`src/rtl/pbba_ram.sv`:
```
// Generic synchronous RAM with one write and one registered read port.
// Entries never written since reset read as zero through per-entry valid bits.
`default_nettype none

module pbba_ram #(
  parameter int WIDTH = 32,
  parameter int DEPTH = 40,
  localparam int AW   = $clog2(DEPTH)
) (
  input  wire logic             clk,
  input  wire logic             rst,
  input  wire logic             we,
  input  wire logic [AW-1:0]    waddr,
  input  wire logic [WIDTH-1:0] wdata,
  input  wire logic [AW-1:0]    raddr,
  output logic      [WIDTH-1:0] rdata
);

  logic [WIDTH-1:0] mem [DEPTH];
  logic [DEPTH-1:0] vld;
  logic [WIDTH-1:0] rd;
  logic             rv;

  always_ff @(posedge clk) begin
    if (we) begin
      mem[waddr] <= wdata;
    end
    rd <= mem[raddr];
  end

  always_ff @(posedge clk) begin
    if (rst) begin
      vld <= '0;
      rv  <= 1'b0;
    end else begin
      if (we) begin
        vld[waddr] <= 1'b1;
      end
      rv <= vld[raddr];
    end
  end

  assign rdata = rv ? rd : '0;

endmodule

`default_nettype wire

```
`config.mk`:
```
export PLATFORM = sky130hd
export DESIGN_NAME = pbba_ram
export DESIGN_NICKNAME = d
export VERILOG_FILES = /design/src/rtl/pbba_ram.sv
export SDC_FILE = /design/constraint.sdc
export NUM_CORES = 1
export LEC_CHECK = 0
export BUFFER_PORTS_ARGS = -buffer_cell sky130_fd_sc_hd__buf_2
export CELL_PAD_IN_SITES_DETAIL_PLACEMENT = 1
export CELL_PAD_IN_SITES_GLOBAL_PLACEMENT = 2
export CORE_MARGIN = 2
export CORE_UTILIZATION = 49
export DETAILED_ROUTE_END_ITERATION = 10
export GPL_ROUTABILITY_DRIVEN = 0
export GPL_TIMING_DRIVEN = 0
export PLACE_DENSITY = 0.79
export SETUP_SLACK_MARGIN = 0.2
export SYNTH_ARGS = -nofsm -noshare
export SYNTH_HDL_FRONTEND = slang
export SYNTH_SLANG_ARGS = --single-unit
```
`constraint.sdc`:
```
create_clock -name clk -period 5.6 [get_ports clk]
set_input_delay 1.12 -clock clk [delete_from_list [all_inputs] [get_ports clk]]
set_output_delay 1.12 -clock clk [all_outputs]
set_load 0.01 [all_outputs]
```
-- Word-level counts from Yosys, hierarchy flattened
Memories as Yosys holds them, arrays and structs flattened. A register that Yosys moved wholly into a read port is not among the register bits.
Index checks and enable logic that the tools add are counted.
Widths: inputs -> output; s select.
- input bits: 47
- register bits: 41
- memories: 1
- logic and storage cells: 15
- bits in writable memories: 1280
- output and inout bits: 32
- memory list (name ; words ; bits a word ; read ports ; clocked after Yosys merged registers in ; wr ports ; line ; source):
    mem ; 40 ; 32 ; 1 ; 1 ; 1 ; 19 ; logic [WIDTH-1:0] mem [DEPTH];
- $lt $le $gt $ge: 3
- reductions and logical operators: 1
- multiplexer cells: 7
- bitwise gates (word level): 1
- operator list (cell ; number):
    $or 40x40->40 ; 1
    $mux 32 ; 1
    $lt 6x7->1 const B ; 2
    $bmux 1 s6 ; 1
    $demux 1 s6 ; 1
    $ge 6x1->1 const B ; 1
    $mux 1 ; 4
    $logic_and 1x1->1 ; 1

-- Depth between registers and ports, before layout
- depth in word-level cells: 5
- mapped depth: 8
- gate-level depth less buffers: 4

-- Worst setup path after synthesis
OpenSTA, ideal clock, no wires.
- path kind: input to register
- from: input waddr[5]
- to: memory mem[16][0], enable pin
- buffers on the path: 0
- arrival time: 3.827 ns
- path slack: 1.312 ns
- cell stages on the path: 3
- cell sequence: nor3b_1 -> nand3b_1 -> nor3_1
- RTL lines (element ; line ; source):
    start: declaration ; 13 ; input wire logic [AW-1:0] waddr,
    end: declaration ; 19 ;
No word-level cell before the write port.

==> impl_results.md <==
* Actual slew at the worst max-slew pin at 1530 ps
* DIE AREA at 0.108 sq mm
* TritonCTS clock tree: done
* Share of cells above drive strength 1 at a little under a third
* Proportion of netlist area held by the largest area contributor at 74.8%
* Number of enable flip-flop cells after synthesis at about 1.3k
* Half-perimeter wire length of the detailed placement result at just over 90 mm
* Leakage component of the power at around 19 nW
* Starting density of the core at around 50%
* Overall overflow remaining after global route at 0
* Required @ worst endpoint at 6220 ps
* Average wire per standard cell at approximately 38 microns
* Worst clock skew at roughly 36 ps
* Power per standard cell area at around 370 mW/mm^2
* Post-synth top area cell: sky130_fd_sc_hd__edfxtp_1
* Number of failing setup endpoints in the final timing report at 0
* Worst hold slack at about 470 ps
* Result of the run: complete, but fails checks
* Layout net count at 2561
* Number of storage elements in the synthesis netlist at roughly 1.4k
* Wire length of the first global-routing pass at 211 mm
* Crit end category: flip-flop
* Met1 Wirelength at approximately 58 mm
* Post-detailed-route via-to-cell ratio at 6.49
* Total of max-cap violations at 1
* Num CTS Buffers at 138
* Clock insertion delay at the later pin of the skew report at between 700 and 800 ps
* Post-CTS Repair Setup Buffers at 0
* Synthesized netlist cell count at 2246
* Data arrival time of the critical path at ~4600 ps
* Total number of H-tree levels at 4
* Post-route fraction of the period consumed by the critical path at between 70 and 80%
* Die boundary height at 328 microns
* Buffers added on ports at 70
* Final number of max-transition violations at 10
* Post-synthesis area per instance at ~23 sq um
* Syn nets at approximately 2.3k
* Number of distinct standard cells referenced by the synthesized netlist at 40
* Kind of launch point of the worst setup path: input pin
* Clock Pin Slew Worst Setup and Hold Paths at 60 ps
* Detailed-route wire length at 152 mm
* Pre-antenna DRT Iters at 6
* Maximum root-to-sink buffer count at 3
* Die X-Extent at roughly 330 microns
* Antenna violations before repair at 2
* Detail Route met3 WL at 13.8 mm
* CTS sink cnt at 1353
* Ranking of synthesized cells by instance count: sky130_fd_sc_hd__edfxtp_1, sky130_fd_sc_hd__mux4_2, sky130_fd_sc_hd__nor2_1
* Most common cell in the netlist: sky130_fd_sc_hd__edfxtp_1
* Min-delay worst type: reg2reg
* Area added between synthesis and finish at 16.0%
* Most common flop cell mapped by yosys: sky130_fd_sc_hd__edfxtp_1
* Number of synthesis warnings at 0
* Core box area at about 0.10 sq mm
* Largest driver fanout on the critical path at 10
* Root Driver: sky130_fd_sc_hd__clkbuf_16
* Power consumption at 21.8 mW
* Post-route DRC violation count at 0
* Largest net degree at the start of global routing at 41
* Number of instances resized during post-cts repair at 0
* Number of buffers added to fix hold violations after cts at 0
* Achievable Freq at 251 MHz
* FFs w/ async S/R, synth at 0%
* Drt initial violations at 3776
* Maximum resistive drop on vdd at 448 uV
* DR vias at 26.0k
* Antenna diode count at 0
* Period minus WS final at around 4000 ps
* Mapped cell area at 0.0514 sq mm
* Top post-synthesis cells by area: sky130_fd_sc_hd__edfxtp_1, sky130_fd_sc_hd__mux4_2, sky130_fd_sc_hd__dfxtp_1, sky130_fd_sc_hd__mux2_2, sky130_fd_sc_hd__a22oi_1
* Category of the most critical setup path: in2reg
* Sequential cell area fraction in the yosys report at 77.6%
* RSZ-0062 raised after global routing: false
* Vias in the first global route at 27.7k
* Failing checks: capacitance limit, slew limit
* Highest signal layer in the routed design: met4
* Number of nets with antenna violations after routing at 0
* Placement row count at 118
* Max_slew headroom at -2.17%
* Fin. Hold Viols at 0
* I/O Pins at 79
* Overall fraction of global-route tracks in use at between 20% and 30%
* Sum of met2 wire segment lengths after detailed routing at 74.2 mm
[cell families after synthesis]
| group | count (synthesis) | synth area share, % |
|---|---|---|
| flops | 1353 | 77.6 |
| mux | 467 | 17.9 |
| simple gates | 217 | 1.99 |
| buf+inv | 123 | 1.25 |
| compound gates | 86 | 1.23 |
[cell usage in the layout, fill, tap and decap left out, drive strengths merged, types with 3 or more instances in the layout]
cell / instances
edfxtp: 1280
a21oi: 8
dfxtp: 73
clkinv: 40
nor3: 4
nand4bb: 3
bufinv: 18
nor2b: 5
mux4: 353
mux2: 101
clkinvlp: 11
nand2b: 4
nand4b: 4
clkbuf: 232
mux2i: 13
buf: 195
and2: 35
inv: 8
nor2: 114
nand2: 34
a22oi: 68
[final timing paths]
kind	start	to	slack, ps	depth (start not counted)
worst max-delay path	raddr[1]	rd[7]	1620	7
worst min-delay path	vld[10]	vld[10]	470	2
worst max register to register	mem[18][27]	rd[27]	3580	4
worst min register to register	vld[10]	vld[10]	470	2
[where the power goes]
part	internal (mW)	leakage [nW]	total (mW)	switching, mW
Clock	5.58	2.25	9.58	4.01
Sequential	11.2	12.1	11.2	0.0266
Combinational	0.393	4.49	1.04	0.651
[metal layers]
layer  GRT usage, %  up-vias
met1           39.1    14086
li1               -     9989
met5              0        -
met3           5.08      311
met2           46.5     1601
met4           11.1        0
[critical path: stages]
cell and delay (ps):
sky130_fd_sc_hd__buf_2 370, sky130_fd_sc_hd__buf_1 870, sky130_fd_sc_hd__buf_1 1080, sky130_fd_sc_hd__mux4_2 430
sky130_fd_sc_hd__mux2_1 310, sky130_fd_sc_hd__a22oi_1 240, sky130_fd_sc_hd__nand2_1 120
[registers in the layout (all words and copies together) (netlist names)]
name / cells
mem: 1280
rd: 32
rv: 1
vld: 40
[metrics by stage]
step	utilization (%)	instance area, sq um	cells	setup WS [ps]	TNS [ps]
6_report	57.5	59700	4007	1620	0
5_1_grt	57.5	59700	4007	1630	0
4_1_cts	57.5	59600	4007	1690	0
3_5_place_dp	53.0	55000	3754	945	0
3_3_place_gp	51.5	53500	3696	-2550	-828560
2_1_floorplan	-	51400	2246	1310	0
[cell type report]
type,count,area [sq um]
clock buffer,177,3720
sequential,1353,39900
timing repair buffer,128,1530
inverter,1,3.75
tap,1380,1730
clock inverter,76,968
multi-input combinational,770,11200
fill,8573,44100
buffer,122,642
Power figures use the tool's default switching activity.
