===== config.mk =====
export PLATFORM = sky130hd
export DESIGN_NAME = pbba_div
export DESIGN_NICKNAME = d
export VERILOG_FILES = /design/src/rtl/pbba_pkg.sv /design/src/rtl/pbba_div.sv
export SDC_FILE = /design/constraint.sdc
export NUM_CORES = 1
export LEC_CHECK = 0
export BUFFER_PORTS_ARGS = -buffer_cell sky130_fd_sc_hd__buf_4
export CAP_MARGIN = 10
export CORE_MARGIN = 2
export CORE_UTILIZATION = 30
export CTS_BUF_LIST = sky130_fd_sc_hd__clkbuf_16
export DETAILED_ROUTE_END_ITERATION = 6
export GPL_ROUTABILITY_DRIVEN = 0
export REMOVE_ABC_BUFFERS = 1
export SLEW_MARGIN = 20
export SYNTH_ARGS = -nofsm -noshare
export SYNTH_HDL_FRONTEND = slang
export SYNTH_SLANG_ARGS = --single-unit
export TNS_END_PERCENT = 5

===== constraint.sdc =====
create_clock -name clk -period 3.6 [get_ports clk]
set_input_delay 0.36 -clock clk [delete_from_list [all_inputs] [get_ports clk]]
set_output_delay 0.36 -clock clk [all_outputs]
set_load 0.005 [all_outputs]

===== src/rtl/pbba_pkg.sv =====
// Package for the parallel biquad bank average unit.
// Holds sizes, operation codes, the sequencer state type and saturation helpers.
// No dependencies.
`default_nettype none

package pbba_pkg;

  localparam int MAX_SECTIONS = 8;
  localparam int COEFS        = 5;
  localparam int STATES       = 2;
  localparam int COEF_DEPTH   = MAX_SECTIONS * COEFS;
  localparam int STATE_DEPTH  = MAX_SECTIONS * STATES;
  localparam int COEF_AW      = $clog2(COEF_DEPTH);
  localparam int STATE_AW     = $clog2(STATE_DEPTH);
  localparam int SEC_W        = (MAX_SECTIONS > 1) ? $clog2(MAX_SECTIONS) : 1;
  localparam int CNT_W        = $clog2(MAX_SECTIONS + 1);

  localparam int COEF_W  = 32;
  localparam int DATA_W  = 48;
  localparam int ACC_W   = 52;
  localparam int PROD_W  = 57;
  localparam int FULL_W  = 82;
  localparam int P_W     = 50;
  localparam int SUM_W   = DATA_W + $clog2(MAX_SECTIONS) + 2;
  localparam int N_W     = SUM_W - 16;
  localparam int Q_W     = N_W + 1;

  typedef enum logic [1:0] {
    OP_SAMPLE = 2'd0,
    OP_COEF   = 2'd1,
    OP_STATE  = 2'd2,
    OP_NONE   = 2'd3
  } pbba_op_t;

  typedef enum logic [2:0] {
    ST_IDLE,
    ST_LOAD,
    ST_MUL,
    ST_Y,
    ST_WB0,
    ST_WB1,
    ST_DIV,
    ST_OUT
  } pbba_state_t;

  function automatic logic signed [DATA_W-1:0] sat48(input logic signed [ACC_W-1:0] v);
    logic [ACC_W-DATA_W:0] top;
    top = v[ACC_W-1:DATA_W-1];
    if ((&top) || !(|top)) return v[DATA_W-1:0];
    else if (v[ACC_W-1]) return {1'b1, {(DATA_W-1){1'b0}}};
    else return {1'b0, {(DATA_W-1){1'b1}}};
  endfunction

  function automatic logic signed [COEF_W-1:0] sat32(input logic signed [DATA_W-1:0] v);
    logic [DATA_W-COEF_W:0] top;
    top = v[DATA_W-1:COEF_W-1];
    if ((&top) || !(|top)) return v[COEF_W-1:0];
    else if (v[DATA_W-1]) return {1'b1, {(COEF_W-1){1'b0}}};
    else return {1'b0, {(COEF_W-1){1'b1}}};
  endfunction

endpackage

`default_nettype wire


===== src/rtl/pbba_div.sv =====
// Serial floor divider of a signed value by a small positive count.
// One quotient bit per cycle; uses pbba_pkg for widths.
`default_nettype none

module pbba_div
  import pbba_pkg::*;
(
  input  wire logic                  clk,
  input  wire logic                  rst,
  input  wire logic                  start,
  input  wire logic signed [N_W-1:0] dividend,
  input  wire logic [CNT_W-1:0]      divisor,
  output logic                       busy,
  output logic signed [Q_W-1:0]      quotient
);

  localparam int IT_W = $clog2(N_W + 1);

  logic [N_W-1:0]   m;
  logic [CNT_W-1:0] rem;
  logic [CNT_W-1:0] dv;
  logic             neg;
  logic [IT_W-1:0]  it;
  logic [CNT_W:0]   trial;
  logic             ge;
  logic signed [N_W:0] mag;

  // Floor of a negative value: negate, add divisor minus one, divide, negate.
  always_comb begin
    mag   = dividend[N_W-1] ? (-(N_W+1)'(dividend) + (N_W+1)'(divisor) - (N_W+1)'(1))
                            : (N_W+1)'(dividend);
    trial = {rem, m[N_W-1]};
    ge    = trial >= {1'b0, dv};
  end

  always_ff @(posedge clk) begin
    if (rst) begin
      busy <= 1'b0;
    end else if (start) begin
      busy <= 1'b1;
    end else if (busy && it == IT_W'(N_W - 1)) begin
      busy <= 1'b0;
    end
  end

  always_ff @(posedge clk) begin
    if (start) begin
      m   <= mag[N_W-1:0];
      rem <= '0;
      dv  <= divisor;
      neg <= dividend[N_W-1];
      it  <= '0;
    end else if (busy) begin
      m   <= {m[N_W-2:0], ge};
      rem <= ge ? CNT_W'(trial - {1'b0, dv}) : trial[CNT_W-1:0];
      it  <= it + IT_W'(1);
    end
  end

  assign quotient = neg ? -$signed({1'b0, m}) : $signed({1'b0, m});

endmodule

`default_nettype wire


Word-level counts from Yosys, hierarchy flattened
Cells that the tools add are included.
{"block": "totals", "regBits": 53, "input_bits": 44, "out_inout_bits": 39}
{"block": "op_classes", "muxes": 7, "eq_ne": 1, "addsub": 6, "reduce_logical": 3, "magnitude_cmp": 1}
{"cell": "$mux 37", "count": 3}
{"cell": "$mux 38", "count": 1}
{"cell": "$neg 37->38", "count": 1}
{"cell": "$add 37x4->37", "count": 1}
{"cell": "$neg 37->37", "count": 1}
{"cell": "$sub 37x1->37 const B", "count": 1}
{"cell": "$add 6x1->6 const B", "count": 1}
{"cell": "$eq 6x6->1 const B", "count": 1}
{"cell": "$ge 5x4->1", "count": 1}
{"cell": "$mux 4", "count": 1}
{"cell": "$reduce_bool 2->1", "count": 2}
{"cell": "$sub 4x4->4", "count": 1}
{"cell": "$mux 1", "count": 2}
{"cell": "$logic_and 1x1->1", "count": 1}

Longest topological paths before layout
{"block": "logic_depth", "word_depth": 5, "mapped_depth": 9, "depth_no_buf": 8}

Worst setup path before layout
No wires, ideal clock.
{"block": "synth_timing", "path_kind": "input to register", "start": "in dividend[0]", "end": "reg m[28] (data pin)", "path_slack_ns": 1.247, "t_arrival_ns": 2.088, "stages": 9, "t_required_ns": 3.335, "setup_ns": 0.265, "cell_sequence": "inv_1 ha_1 fa_1 a21o_1 a21oi_1 or3_1 buf_6 o311a_1 or3_1"}
{"block": "synth_via", "elab_chain_cells": 5}
{"element": "from (decl)", "line": "pbba_div.sv:11", "rtl": "input wire logic signed [N_W-1:0] dividend,"}
{"element": "$neg 37->37", "line": "pbba_div.sv:30", "rtl": "mag = dividend[N_W-1] ? (-(N_W+1)'(dividend) + (N_W+1)'(divisor) - (N_W+1)'(1))"}
{"element": "$add 37x4->37", "line": "pbba_div.sv:30"}
{"element": "$sub 37x1->37", "line": "pbba_div.sv:30"}
{"element": "$mux 37", "line": "pbba_div.sv:30"}
{"element": "$mux 37", "line": "pbba_div.sv:47", "rtl": "if (start) begin"}
{"element": "to (signal assigned)", "line": "pbba_div.sv:48", "rtl": "m <= mag[N_W-1:0];"}
{"element": "to (signal assigned)", "line": "pbba_div.sv:54", "rtl": "m <= {m[N_W-2:0], ge};"}
{"element": "to (decl)", "line": "pbba_div.sv:19", "rtl": "logic [N_W-1:0] m;"}
Every way passes these cells.
A chain may end at the register's enable or synchronous reset.

Final worst setup path
{"block": "layout_timing", "start": "reg m[5]", "end": "out quotient[35]"}
{"block": "layout_via", "elab_chain_cells": 2}
{"element": "$neg 37->38", "line": "pbba_div.sv:60", "rtl": "assign quotient = neg ? -$signed({1'b0, m}) : $signed({1'b0, m});"}
{"element": "$mux 38", "line": "pbba_div.sv:60"}
{"element": "to (decl)", "line": "pbba_div.sv:14", "rtl": "output logic signed [Q_W-1:0] quotient"}
Every way passes these cells.

==> flow_metrics.env <==
export IMPL_drcViolationCount=0
export IMPL_cts_root_buf="clkbuf_16"
export IMPL_diodes=0
export IMPL_die_area_um2=15200
export IMPL_finalNetCount=606
export IMPL_netlist_instances=477
export IMPL_irDropWorstVdd_mv=0.175
export IMPL_final_setup_tns_ps=0
export IMPL_crit_slowest_cell="or4_4"
export IMPL_maxCapViolCount=0
export IMPL_powerDensity_nw_per_um2=373
export IMPL_cts_made_buffers=5
export IMPL_yosys_warnings=0
export IMPL_synthAdderAreaFrac_pct=4.17
export IMPL_die_height_um=123
export IMPL_rsz0062_at_grt="no"
export IMPL_synth_main_ff_cell="edfxtp_1"
export IMPL_drive_gt1_share_pct=22.0
export IMPL_ioPinCount=83
export IMPL_cp_cell_sequence="or4_4 -> nor4_2 -> nand3_2 -> o31ai_1 -> xnor2_1 -> buf_4"
export IMPL_avgViaCountPerCell=5.42
export IMPL_vias=3954
export IMPL_min_period_ps=3110
export IMPL_syn_avg_cell_area_um2=8.93
export IMPL_regArea_um2=1480
export IMPL_hold_viol=0
export IMPL_worst_slew_pin_transition_ps=719
export IMPL_synth_mux_area_share_pct=1.44
export IMPL_hp_class="input pin to flop"
export IMPL_skew_ps=11.1
export IMPL_grt_pass1_vias=3856
export IMPL_period_share_pct=86.4
export IMPL_crit_family="simple AND/OR/NAND/NOR gates"
export IMPL_report_final_slew_viol_count=0
export IMPL_multi_input_area_um2=2570
export IMPL_synth_area_um2=4260
export IMPL_grt_pass1_wl_um=19200
export IMPL_grt_max_degree=55
export IMPL_area_delta_synth_final_pct=22.2
export IMPL_portBuffers=82
export IMPL_synth_edf_count=42
export IMPL_cp_end_kind="output port"
export IMPL_grt_usage_pct=16.3
export IMPL_critical_path_arrival_ps=2750
export IMPL_leakagePower_nw=1.93
export IMPL_synthSimpleGateAreaFrac_pct=22.1
export IMPL_cts_tree="built"
export IMPL_die_w_um=123
export IMPL_synth_compound_area_share_pct=19.5
export IMPL_first_pass_iters=5
export IMPL_crit_path_max_incr_delay_ps=580
export IMPL_start_util_pct=30.7
export IMPL_fillers=1433
export IMPL_ant_nets=0
export IMPL_path_clk_slew_ps=80
export IMPL_cts_setup_buffers=0
export IMPL_required_ps=3240
export IMPL_drt_iter0_drc=336
export IMPL_synth_top_family_by_area="simple AND/OR/NAND/NOR gates"
export IMPL_core_area_um2=13900
export IMPL_clkSinkCount=53
export IMPL_startpoint_type="flop"
export IMPL_h_tree_depth=2
export IMPL_slew_headroom_pct=52.1
export IMPL_clk_latency_ps=310
export IMPL_async_flop_share_pct=0
export IMPL_routed_wirelength_um=12200
export IMPL_max_freq_mhz=322
export IMPL_cts_hold_buf=0
export IMPL_dp_hpwl_um=9210
export IMPL_routedWlPerCell_um=16.7
export IMPL_clock_path_buffers=2
export IMPL_floorplan_rows=43
export IMPL_path_class="flop to output port"
export IMPL_crit_fanout=5
export IMPL_setup_viol=0
export IMPL_cts_resized=0
export IMPL_synth_seq_area_share_pct=34.8
export IMPL_grt_antenna_before_repair=0
export IMPL_grt_overflow_total=0
export IMPL_finish_utilization_pct=37.5
export IMPL_path_buf_inv=1
export IMPL_yosys_area_share_xor_xnor_pct=13.2
export IMPL_status="completed"
export IMPL_ys_types=61
export IMPL_synth_ff_latch_count=53
-- synth_stat cells (4+ instances only) --
| master | count | area [um^2] |
|---|---|---|
| or2_2 | 5 | 31.3 |
| xor2_1 | 17 | 149 |
| a21oi_1 | 34 | 170 |
| a21o_1 | 4 | 30.0 |
| nand2_1 | 31 | 116 |
| nor3_1 | 9 | 45.0 |
| nand4_1 | 6 | 37.5 |
| nor2_1 | 49 | 184 |
| ha_1 | 11 | 138 |
| clkbuf_1 | 16 | 60.1 |
| inv_1 | 25 | 93.8 |
| o21ai_0 | 26 | 130 |
| xnor2_1 | 47 | 412 |
| o41ai_2 | 4 | 65.1 |
| or3_1 | 16 | 100 |
| o41ai_1 | 9 | 78.8 |
| nand3_1 | 15 | 75.1 |
| nor4_1 | 7 | 43.8 |
| dfxtp_1 | 11 | 220 |
| edfxtp_1 | 42 | 1260 |
| buf_1 | 4 | 15.0 |
| mux2i_1 | 5 | 50.1 |
| o31ai_1 | 15 | 113 |
| or4_1 | 8 | 60.1 |
-- report_power, final --
part	leakage (nW)	internal, mW	total, mW	switching [mW]
logic	1.34	0.293	0.582	0.290
clock network	0.0832	0.298	0.536	0.238
registers	0.507	0.742	0.824	0.0824
-- cell type report --
class	count	share of cell area, %
clock buffer	6	2.89
sequential	53	28.5
clock inverter	2	0.168
timing repair buffer	89	12.8
inverter	26	1.88
tap	180	4.33
multi-input combinational	374	49.4
-- placed cells by master, fill, tap and decap left out, drive strengths merged, types with 13 or more instances in the layout --
cell type  count
edfxtp        42
nor2          49
xnor2         47
xor2          17
o31ai         15
nand3         16
a21oi         34
o41ai         13
o21ai         26
buf           89
or3           19
nand2         32
inv           26
-- final timing paths --
check	from	end	slack (ps)	cells past startpoint
worst max-delay path	m[5]	quotient[35]	490	6
worst min-delay path	rst	busy	210	2
worst max register to register	dv[1]	rem[2]	1480	7
worst min register to register	rem[3]	rem[3]	460	1
-- worst reg2reg max path, cell delays in order (launching register included) --
cell and delay [ps]:
edfxtp_1 370, inv_1 120, ha_1 250, nor2b_1 130
o21ai_0 180, a21boi_0 250, or2_2 370, o311ai_0 340
-- registers in the layout, indices dropped and copies added (netlist names) --
register  count
it            6
m            37
neg           1
rem           4
busy          1
dv            4
-- metal layers --
metal / vias up / GRT usage (%) / share of wire (%)
li1: 1921 / - / -
met1: 1884 / 22.5 / 46
met2: 133 / 25.9 / 47
met3: 16 / 2.91 / 5.8
met4: 0 / 4.90 / 1.6
met5: - / 0 / 0
-- cell families (layout without fill, tap and decap cells) --
kind of cell / count (synthesis) / in the layout
simple gates: 171 / 171
compound gates: 120 / 120
xor+xnor: 64 / 64
flops: 53 / 53
buf+inv: 50 / 123
fa+ha+maj: 13 / 13
mux: 6 / 6
-- stage by stage --
step	std cells	hold slack, ps	worst slack [ps]	instance area [um^2]	power [mW]
3_3_place_gp	722	438	838	5040	1.41
2_1_floorplan	453	427	910	4150	1.11
6_report	730	210	490	5200	1.94
5_1_grt	730	213	340	5200	2.05
4_1_cts	730	202	493	5200	1.96
3_5_place_dp	722	443	820	5040	1.42
No activity file was read; power rests on OpenSTA's default activity.
